## src/rtl/core/asue_pkg.sv

```systemverilog
// ----------------------------------------------------------------------------
// asue_pkg
// shared codes and helpers for the attribute store update engine
// ----------------------------------------------------------------------------
package asue_pkg;

  localparam logic [2:0] OP_INC = 3'd0;
  localparam logic [2:0] OP_DEC = 3'd1;
  localparam logic [2:0] OP_ADD = 3'd2;
  localparam logic [2:0] OP_SUB = 3'd3;
  localparam logic [2:0] OP_MUL = 3'd4;
  localparam logic [2:0] OP_DIV = 3'd5;
  localparam logic [2:0] OP_MOD = 3'd6;
  localparam logic [2:0] OP_SET = 3'd7;

  localparam logic [1:0] FN_APPLY = 2'd0;
  localparam logic [1:0] FN_LOAD  = 2'd1;

  localparam logic [1:0] ES_64 = 2'd0;
  localparam logic [1:0] ES_32 = 2'd1;

  localparam logic [1:0] CFG_OP_KIND   = 2'd0;
  localparam logic [1:0] CFG_OP_VALUE  = 2'd1;
  localparam logic [1:0] CFG_ELEM_SIZE = 2'd2;

  // divider request and reply
  typedef struct packed {
    logic        start;
    logic        want_mod;
    logic [63:0] dividend;
    logic [63:0] divisor;
  } div_req_t;

  typedef struct packed {
    logic        done;
    logic [63:0] result;
  } div_rsp_t;

  function automatic logic [63:0] fit_width(input logic [63:0] v, input logic [1:0] es);
    logic [63:0] r;
    unique case (es)
      ES_64:   r = v;
      ES_32:   r = {{32{v[31]}}, v[31:0]};
      default: r = {{56{v[7]}}, v[7:0]};
    endcase
    return r;
  endfunction

endpackage

```

## src/rtl/core/asue_div.sv

```systemverilog
// ----------------------------------------------------------------------------
// asue_div
// signed 64-bit divider, one quotient bit per cycle, truncating toward zero
// ----------------------------------------------------------------------------
module asue_div
  import asue_pkg::*;
(
  input  logic     clk,
  input  logic     rst_n,
  input  div_req_t req,
  output div_rsp_t rsp
);

  logic        busy_r, busy_nxt;
  logic [6:0]  cnt_r, cnt_nxt;
  logic [63:0] quo_r, quo_nxt;
  logic [63:0] rem_r, rem_nxt;
  logic [63:0] dvs_r, dvs_nxt;
  logic        neg_q_r, neg_q_nxt;
  logic        neg_r_r, neg_r_nxt;
  logic        mod_r, mod_nxt;
  logic        done_r, done_nxt;
  logic [63:0] res_r, res_nxt;
  logic [64:0] trial;
  logic [63:0] shifted;
  logic [63:0] q_fin, r_fin;

  always_comb begin
    busy_nxt  = busy_r;
    cnt_nxt   = cnt_r;
    quo_nxt   = quo_r;
    rem_nxt   = rem_r;
    dvs_nxt   = dvs_r;
    neg_q_nxt = neg_q_r;
    neg_r_nxt = neg_r_r;
    mod_nxt   = mod_r;
    done_nxt  = 1'b0;
    res_nxt   = res_r;
    shifted   = {rem_r[62:0], quo_r[63]};
    trial     = {1'b0, shifted} - {1'b0, dvs_r};
    q_fin     = neg_q_r ? -{quo_r[62:0], ~trial[64]} : {quo_r[62:0], ~trial[64]};
    r_fin     = trial[64] ? shifted : trial[63:0];
    if (neg_r_r) r_fin = -r_fin;
    if (req.start) begin
      busy_nxt  = 1'b1;
      cnt_nxt   = 7'd0;
      quo_nxt   = req.dividend[63] ? -req.dividend : req.dividend;
      rem_nxt   = '0;
      dvs_nxt   = req.divisor[63] ? -req.divisor : req.divisor;
      neg_q_nxt = req.dividend[63] ^ req.divisor[63];
      neg_r_nxt = req.dividend[63];
      mod_nxt   = req.want_mod;
    end else if (busy_r) begin
      rem_nxt = trial[64] ? shifted : trial[63:0];
      quo_nxt = {quo_r[62:0], ~trial[64]};
      cnt_nxt = cnt_r + 7'd1;
      if (cnt_r == 7'd63) begin
        busy_nxt = 1'b0;
        done_nxt = 1'b1;
        res_nxt  = mod_r ? r_fin : q_fin;
      end
    end
  end

  always_ff @(posedge clk) begin
    if (!rst_n) begin
      busy_r <= 1'b0;
      done_r <= 1'b0;
      cnt_r  <= '0;
    end else begin
      busy_r <= busy_nxt;
      done_r <= done_nxt;
      cnt_r  <= cnt_nxt;
    end
    quo_r   <= quo_nxt;
    rem_r   <= rem_nxt;
    dvs_r   <= dvs_nxt;
    neg_q_r <= neg_q_nxt;
    neg_r_r <= neg_r_nxt;
    mod_r   <= mod_nxt;
    res_r   <= res_nxt;
  end

  assign rsp.done   = done_r;
  assign rsp.result = res_r;

  a_no_restart: assert property (@(posedge clk) disable iff (!rst_n)
    busy_r |-> !req.start) else $error("divider restarted while busy");
  a_done_once: assert property (@(posedge clk) disable iff (!rst_n)
    done_r |=> !done_r) else $error("divider done held");
  a_done_end: assert property (@(posedge clk) disable iff (!rst_n)
    done_r |-> !busy_r) else $error("divider busy at done");

endmodule

```

## config.mk

```make
export PLATFORM = sky130hd
export DESIGN_NAME = asue_div
export DESIGN_NICKNAME = d
export VERILOG_FILES = /design/src/rtl/core/asue_pkg.sv /design/src/rtl/core/asue_div.sv
export SDC_FILE = /design/constraint.sdc
export NUM_CORES = 1
export LEC_CHECK = 0
export BUFFER_PORTS_ARGS = -buffer_cell sky130_fd_sc_hd__buf_2
export CORE_MARGIN = 4
export CORE_UTILIZATION = 60
export CTS_BUF_LIST = sky130_fd_sc_hd__clkbuf_4 sky130_fd_sc_hd__clkbuf_8
export DETAILED_ROUTE_END_ITERATION = 8
export PLACE_DENSITY = 0.89
export SYNTH_ARGS = -nofsm -noshare
export SYNTH_HDL_FRONTEND = slang
export SYNTH_SLANG_ARGS = --single-unit
```

## constraint.sdc

```tcl
create_clock -name clk -period 11.55 [get_ports clk]
set_input_delay 2.31 -clock clk [delete_from_list [all_inputs] [get_ports clk]]
set_output_delay 2.31 -clock clk [all_outputs]
set_load 0.1 [all_outputs]
```

### Word level (Yosys, flattened, before mapping)

Cells that the tools add are included.

| word-level totals | value |
|---|---|
| bits of input ports | 132 |
| bits in registers | 267 |
| logic and storage cells | 39 |
| output and inout bits | 65 |

| operators by class | value |
|---|---|
| bitwise logic cells | 5 |
| multiplexer cells | 12 |
| add/subtract/negate cells | 6 |
| reduce and logical (&&, ||, !) cells | 4 |
| eq/ne operators | 1 |

Operators by type and width:

| cell | number |
|---|---|
| $mux 64 | 7 |
| $neg 64->64 | 4 |
| $sub 64x64->65 | 1 |
| $mux 63 | 1 |
| $add 7x1->7 const B | 1 |
| $eq 7x6->1 const B | 1 |
| $mux 1 | 4 |
| $not 1->1 | 4 |
| $reduce_and 3->1 | 1 |
| $reduce_or 3->1 | 1 |
| $reduce_bool 2->1 | 1 |
| $reduce_or 2->1 | 1 |
| $xor 1x1->1 | 1 |

### Longest topological paths before layout

| logic depth | value |
|---|---|
| word-level depth | 5 |
| depth in mapped cells | 30 |
| depth with buffers taken out | 22 |

### Worst setup path before layout

No wires, ideal clock.

| path | value |
|---|---|
| kind | input to register |
| from | in req[129] (netlist bit) |
| to | reg res_r[0], enable pin |
| arrival time | 8.672 ns |
| buffers on the path | 1 |
| stages on the path | 2 |
| data required time | 10.904 ns |
| library setup time | 0.646 ns |
| setup slack | 2.232 ns |
| cell sequence | clkbuf_1 > nor4_1 |

| between the ends | value |
|---|---|
| cells in the longest elaborated chain, start to end | 2 |

Ends and longest elaborated chain:

| item | line | text |
|---|---|---|
| start: declaration | asue_div.sv:10 | `input div_req_t req,` |
| $not 1->1 (no source line) | - |  |
| $reduce_and 3->1 (no source line) | - |  |
| end signal: assignment | asue_div.sv:81 | `res_r <= res_nxt;` |
| end: declaration | asue_div.sv:23 | `logic [63:0] res_r, res_nxt;` |

No other way between the ends.
A chain may end at the register's enable or synchronous reset.

### Worst setup path in the final report

| path | value |
|---|---|
| from | reg quo_r[63] |
| to | reg res_r[63], data pin |

| between the ends | value |
|---|---|
| cells in the longest elaborated chain, start to end | 5 |
| elaborated cells between the ends (all ways) | 8 |
| classes of those cells | add/sub (3); mux (4); bitwise (1) |

Ends and longest elaborated chain:

| item | line | text |
|---|---|---|
| start: declaration | asue_div.sv:16 | `logic [63:0] quo_r, quo_nxt;` |
| start signal: assignment | asue_div.sv:75 | `quo_r <= quo_nxt;` |
| $sub 64x64->65 | asue_div.sv:40 | `trial = {1'b0, shifted} - {1'b0, dvs_r};` |
| $mux 64 / $not 1->1 (equally long branches) | - |  |
| $neg 64->64, on equally long branches | asue_div.sv:43, asue_div.sv:41 |  |
| $mux 64, on equally long branches | asue_div.sv:43, asue_div.sv:41 |  |
| $mux 64 (*) | asue_div.sv:60 | `res_nxt = mod_r ? r_fin : q_fin;` |

Mark *: on every way between the ends. The rest lies on a longest branch, timed or not.

==> results.txt <==
The first global-routing pass estimated 101,000 um of wire. Data on the critical path is required at its endpoint by 11.84 ns. In this run, synthesis produced a sequential element count of 267. The startpoint identified for the worst register-to-register timing path is quo_r[63]$_DFFE_PP_. The final clock skew came out at 0.0426 ns. The number of distinct standard cells referenced by the synthesized netlist came out at 101.

Buffers added to address setup during post-CTS repair amount to 0. At the end of the flow, the number of nets in the layout was 2,870. The average size of a mapped cell is 8.44 sq um. The final route contains 20,500 vias.

For this design, the sink count on the clock tree is 267. The clock tree from TritonCTS is built. Along the worst hold path, the cell count comes to 2. The global-route met1 utilization is 0.388. The critical path is of the reg -> reg type. Summed over all instances, the cell type with the most area after synthesis is sky130_fd_sc_hd__edfxtp_1. Setup violations remaining at the end of the flow were counted as 0.

The post-cts sizing count is 0. Summed over all failing endpoints, the final setup total negative slack is 0 ns. From bottom edge to top edge, the die measures 198 um. The initial antenna violation count came out at 0.

For met3 alone, demand over resource in global routing was 0.0430. The final antenna-violating net count came out at 0. The share of final-layout standard cells stronger than drive strength 1 is 0.133. The startpoint class of the critical path is a register. The CTS buffer count is 47. The final hold violation count is 0.

The number of placement rows came out at 69. In this run the clock root is driven by a sky130_fd_sc_hd__clkbuf_8. The first TritonRoute pass finished after 9 iterations.

The worst IR drop on VDD is 0.114 mV. The worst slew margin relative to its limit is 0.196. The via count of the first global-routing pass is 19,400. The worst reg2reg path depth came out at 18.

The count of filler cells inserted in the layout came out at 2,835. The worst hold path begins at cnt_r[5]$_SDFFE_PP0P_. The total power per unit cell area came out at 142 nW/um^2.

The floorplan core area came out at 35,500 sq um. The slew at the pin closest to its max-slew limit came out at 1.21 ns. The count of flip-flops with a built-in enable after synthesis came out at 195. Measured along the x axis, the die boundary spans 198 um. By count the netlist is led by sky130_fd_sc_hd__nor2_1, sky130_fd_sc_hd__a21oi_1, sky130_fd_sc_hd__nand2_1, sky130_fd_sc_hd__edfxtp_1, sky130_fd_sc_hd__xnor2_1. Summed over all layers, the global routing overflow is 0. The maximum number of pins on one net before global-route repair came out at 125. In the post-synthesis netlist, the cell with the most instances is sky130_fd_sc_hd__nor2_1. The largest fanout of any net on the critical path is 66. The depth of the CTS H-tree is 2.

The half-perimeter wire length after placement came out at 48,900 um. The sequential cell area fraction in the yosys report is 0.338. The class of the tightest hold or removal check is reg -> reg. By area the synthesized netlist is led by sky130_fd_sc_hd__edfxtp_1, sky130_fd_sc_hd__xnor2_1, sky130_fd_sc_hd__dfxtp_1. The insertion delay to the later sink of the worst-skew pair came out at 0.62 ns. Dividing the detail-routed via count by the number of cells gives 6.48. For this run, global-route usage on met2 was measured as 0.553. The final estimated routing congestion in global placement is 0.975.

The number of nets handed over by synthesis was 2,759. The capture point of the worst reg-to-reg path is res_r[63]$_DFFE_PP_. The signal arrival time at the worst endpoint is 6.96 ns.

The routed wire length per instance came out at 20.6 um. The number of buffers added to fix hold violations after cts came out at 0. Of the available clock period, the critical path in the final layout requires 0.577. The share of synthesized registers carrying an async set or reset is 0. The maximum clock frequency came out at 0.150 GHz. The total length of routed wires came out at 65,400 um. The sort of element at the end of the critical path is a register. During placement, the flow inserted port buffers numbering 196.

The tool flagged a number of max-cap violations equal to 0. The register-to-register setup slack is 4.89 ns. The full die area came out at 39,100 sq um. The cell area after technology mapping came out at 21,600 sq um. The post-layout minimum cycle time came out at 6.66 ns.

The total routing usage reported by global routing came out at 0.317. The worst hold path terminates at cnt_r[5]$_SDFFE_PP0P_. The cell count after synthesis is 2,557. The top cell type's share of synthesized area came out at 0.271.

The maximum root-to-sink buffer count is 3. The final count of pins violating max slew came out at 0. The clock input transition at the sequential cells of the worst setup and hold paths came out at 0.07 ns.

Once layout is complete, the utilization of the core stands at 0.667. The count of routing violations after the opening detailed-route iteration came out at 1,860. The most used flip-flop cell after synthesis is sky130_fd_sc_hd__edfxtp_1. Setup repair after global routing left no endpoint under its margin. The detailed-route DRC error count is 0. The flow ran to the end, and the final reports show no timing, DRC or antenna violations. After global routing, the most crowded layer is met2.

For this run, the number of Yosys warnings is 0. The layout overhead on the synthesized area is 9.63%. The count of boundary I/O pins came out at 197.

Summed over all cells, the static leakage comes to 8.72 nW. The effective utilization at floorplan came out at 0.608.
## registers in the layout, summed over array words and instances (netlist names)
name,flops
neg_r_r,1
dvs_r,64
res_r,64
rem_r,63
quo_r,64
mod_r,1
done_r,1
busy_r,1
neg_q_r,1
cnt_r,7
## critical path, stage by stage, from the launching register on
cell and delay (ns):
sky130_fd_sc_hd__edfxtp_1 0.65, sky130_fd_sc_hd__inv_1 0.09, sky130_fd_sc_hd__ha_1 0.24, sky130_fd_sc_hd__fa_1 0.42, sky130_fd_sc_hd__nand2b_1 0.21, sky130_fd_sc_hd__a211oi_2 0.27
sky130_fd_sc_hd__o21ai_2 0.15, sky130_fd_sc_hd__or3_4 0.41, sky130_fd_sc_hd__a21oi_1 0.17, sky130_fd_sc_hd__or3_4 0.45, sky130_fd_sc_hd__inv_2 0.30, sky130_fd_sc_hd__buf_4 0.41
sky130_fd_sc_hd__or2_2 0.40, sky130_fd_sc_hd__o41ai_2 0.51, sky130_fd_sc_hd__and4b_1 0.37, sky130_fd_sc_hd__nand4b_1 0.34, sky130_fd_sc_hd__o41ai_1 0.56, sky130_fd_sc_hd__xor2_1 0.22
sky130_fd_sc_hd__a21oi_1 0.09
## kinds of logic after synthesis
kind of cell	share of synthesized area
fa+ha+maj	0.0409
mux	0.0284
compound gates	0.226
simple gates	0.197
buf+inv	0.0490
xor+xnor	0.121
flops	0.338
## worst max-delay path by stage
| stage | to | from |
|---|---|---|
| 6_report | res_r[63]$_DFFE_PP_ | quo_r[63]$_DFFE_PP_ |
| 5_1_grt | res_r[63]$_DFFE_PP_ | quo_r[63]$_DFFE_PP_ |
| 4_1_cts | res_r[63]$_DFFE_PP_ | quo_r[63]$_DFFE_PP_ |
| 3_5_place_dp | quo_r[57]$_DFFE_PP_ | req[70] |
| 3_3_place_gp | res_r[63]$_DFFE_PP_ | quo_r[63]$_DFFE_PP_ |
| 2_1_floorplan | res_r[0]$_DFFE_PP_ | req[129] |
## cell usage in the layout, fill, tap and decap left out, types with 17 or more instances in the layout
| master | netlist | final |
|---|---|---|
| sky130_fd_sc_hd__mux2i_1 | 51 | 51 |
| sky130_fd_sc_hd__edfxtp_1 | 195 | 195 |
| sky130_fd_sc_hd__a21oi_1 | 221 | 221 |
| sky130_fd_sc_hd__clkbuf_8 | 0 | 60 |
| sky130_fd_sc_hd__nor2_1 | 282 | 282 |
| sky130_fd_sc_hd__or4_1 | 29 | 29 |
| sky130_fd_sc_hd__nand2b_1 | 25 | 25 |
| sky130_fd_sc_hd__a211oi_1 | 66 | 66 |
| sky130_fd_sc_hd__nor4_1 | 28 | 27 |
| sky130_fd_sc_hd__or3_1 | 54 | 53 |
| sky130_fd_sc_hd__nand4_1 | 42 | 42 |
| sky130_fd_sc_hd__dfxtp_1 | 72 | 71 |
| sky130_fd_sc_hd__buf_2 | 37 | 195 |
| sky130_fd_sc_hd__a21o_1 | 19 | 19 |
| sky130_fd_sc_hd__nand2_1 | 204 | 204 |
| sky130_fd_sc_hd__o31ai_1 | 70 | 70 |
| sky130_fd_sc_hd__o41ai_1 | 36 | 36 |
| sky130_fd_sc_hd__o21a_1 | 30 | 30 |
| sky130_fd_sc_hd__xnor2_1 | 184 | 184 |
| sky130_fd_sc_hd__o21ai_0 | 168 | 168 |
| sky130_fd_sc_hd__xor2_1 | 113 | 113 |
| sky130_fd_sc_hd__nand3_1 | 32 | 32 |
| sky130_fd_sc_hd__inv_1 | 100 | 100 |
| sky130_fd_sc_hd__ha_1 | 69 | 69 |
| sky130_fd_sc_hd__or2_2 | 17 | 17 |
| sky130_fd_sc_hd__nor3_1 | 70 | 70 |
## cell type report
class                           count  area (sq um)  area share
Sequential cell                   267          7300       0.309
Clock inverter                     18           185     0.00783
Inverter                          101           379      0.0160
Timing Repair Buffer              208          1080      0.0456
Antenna cell                        2          5.00    0.000212
Tap cell                          461           577      0.0244
Clock buffer                       70           895      0.0378
Multi-Input combinational cell   2043         13200       0.559
## where the power goes
part	leakage, nW	internal [W]	switching, W	total [W]
logic	5.72	0.000417	0.000729	0.00115
registers	2.45	0.00113	0.0000835	0.00121
clock network	0.555	0.000568	0.000433	0.00100
total	8.72	0.00211	0.00125	0.00336
## layer usage
metal,share of wire,routed length [um],vias to the layer above
li1,-,-,9658
met1,0.39,25400,9712
met2,0.50,32500,947
met3,0.064,4210,216
met4,0.049,3230,0
met5,0,0,-
## per-stage QoR
stage | hold slack, ns | setup slack, ns | std cells | instance area [sq um] | total power, W
floorplan | 0.458 | 2.23 | 2557 | 21600 | 0.00204
finish | 0.501 | 4.89 | 3170 | 23700 | 0.00336
global route | 0.544 | 4.65 | 3168 | 23700 | 0.00352
detailed placement | 0.492 | 5.16 | 3080 | 22600 | 0.00234
CTS | 0.501 | 5.13 | 3168 | 23700 | 0.00334
global placement | 0.470 | 5.29 | 3080 | 22600 | 0.00231
No activity file was read; power rests on OpenSTA's default activity.
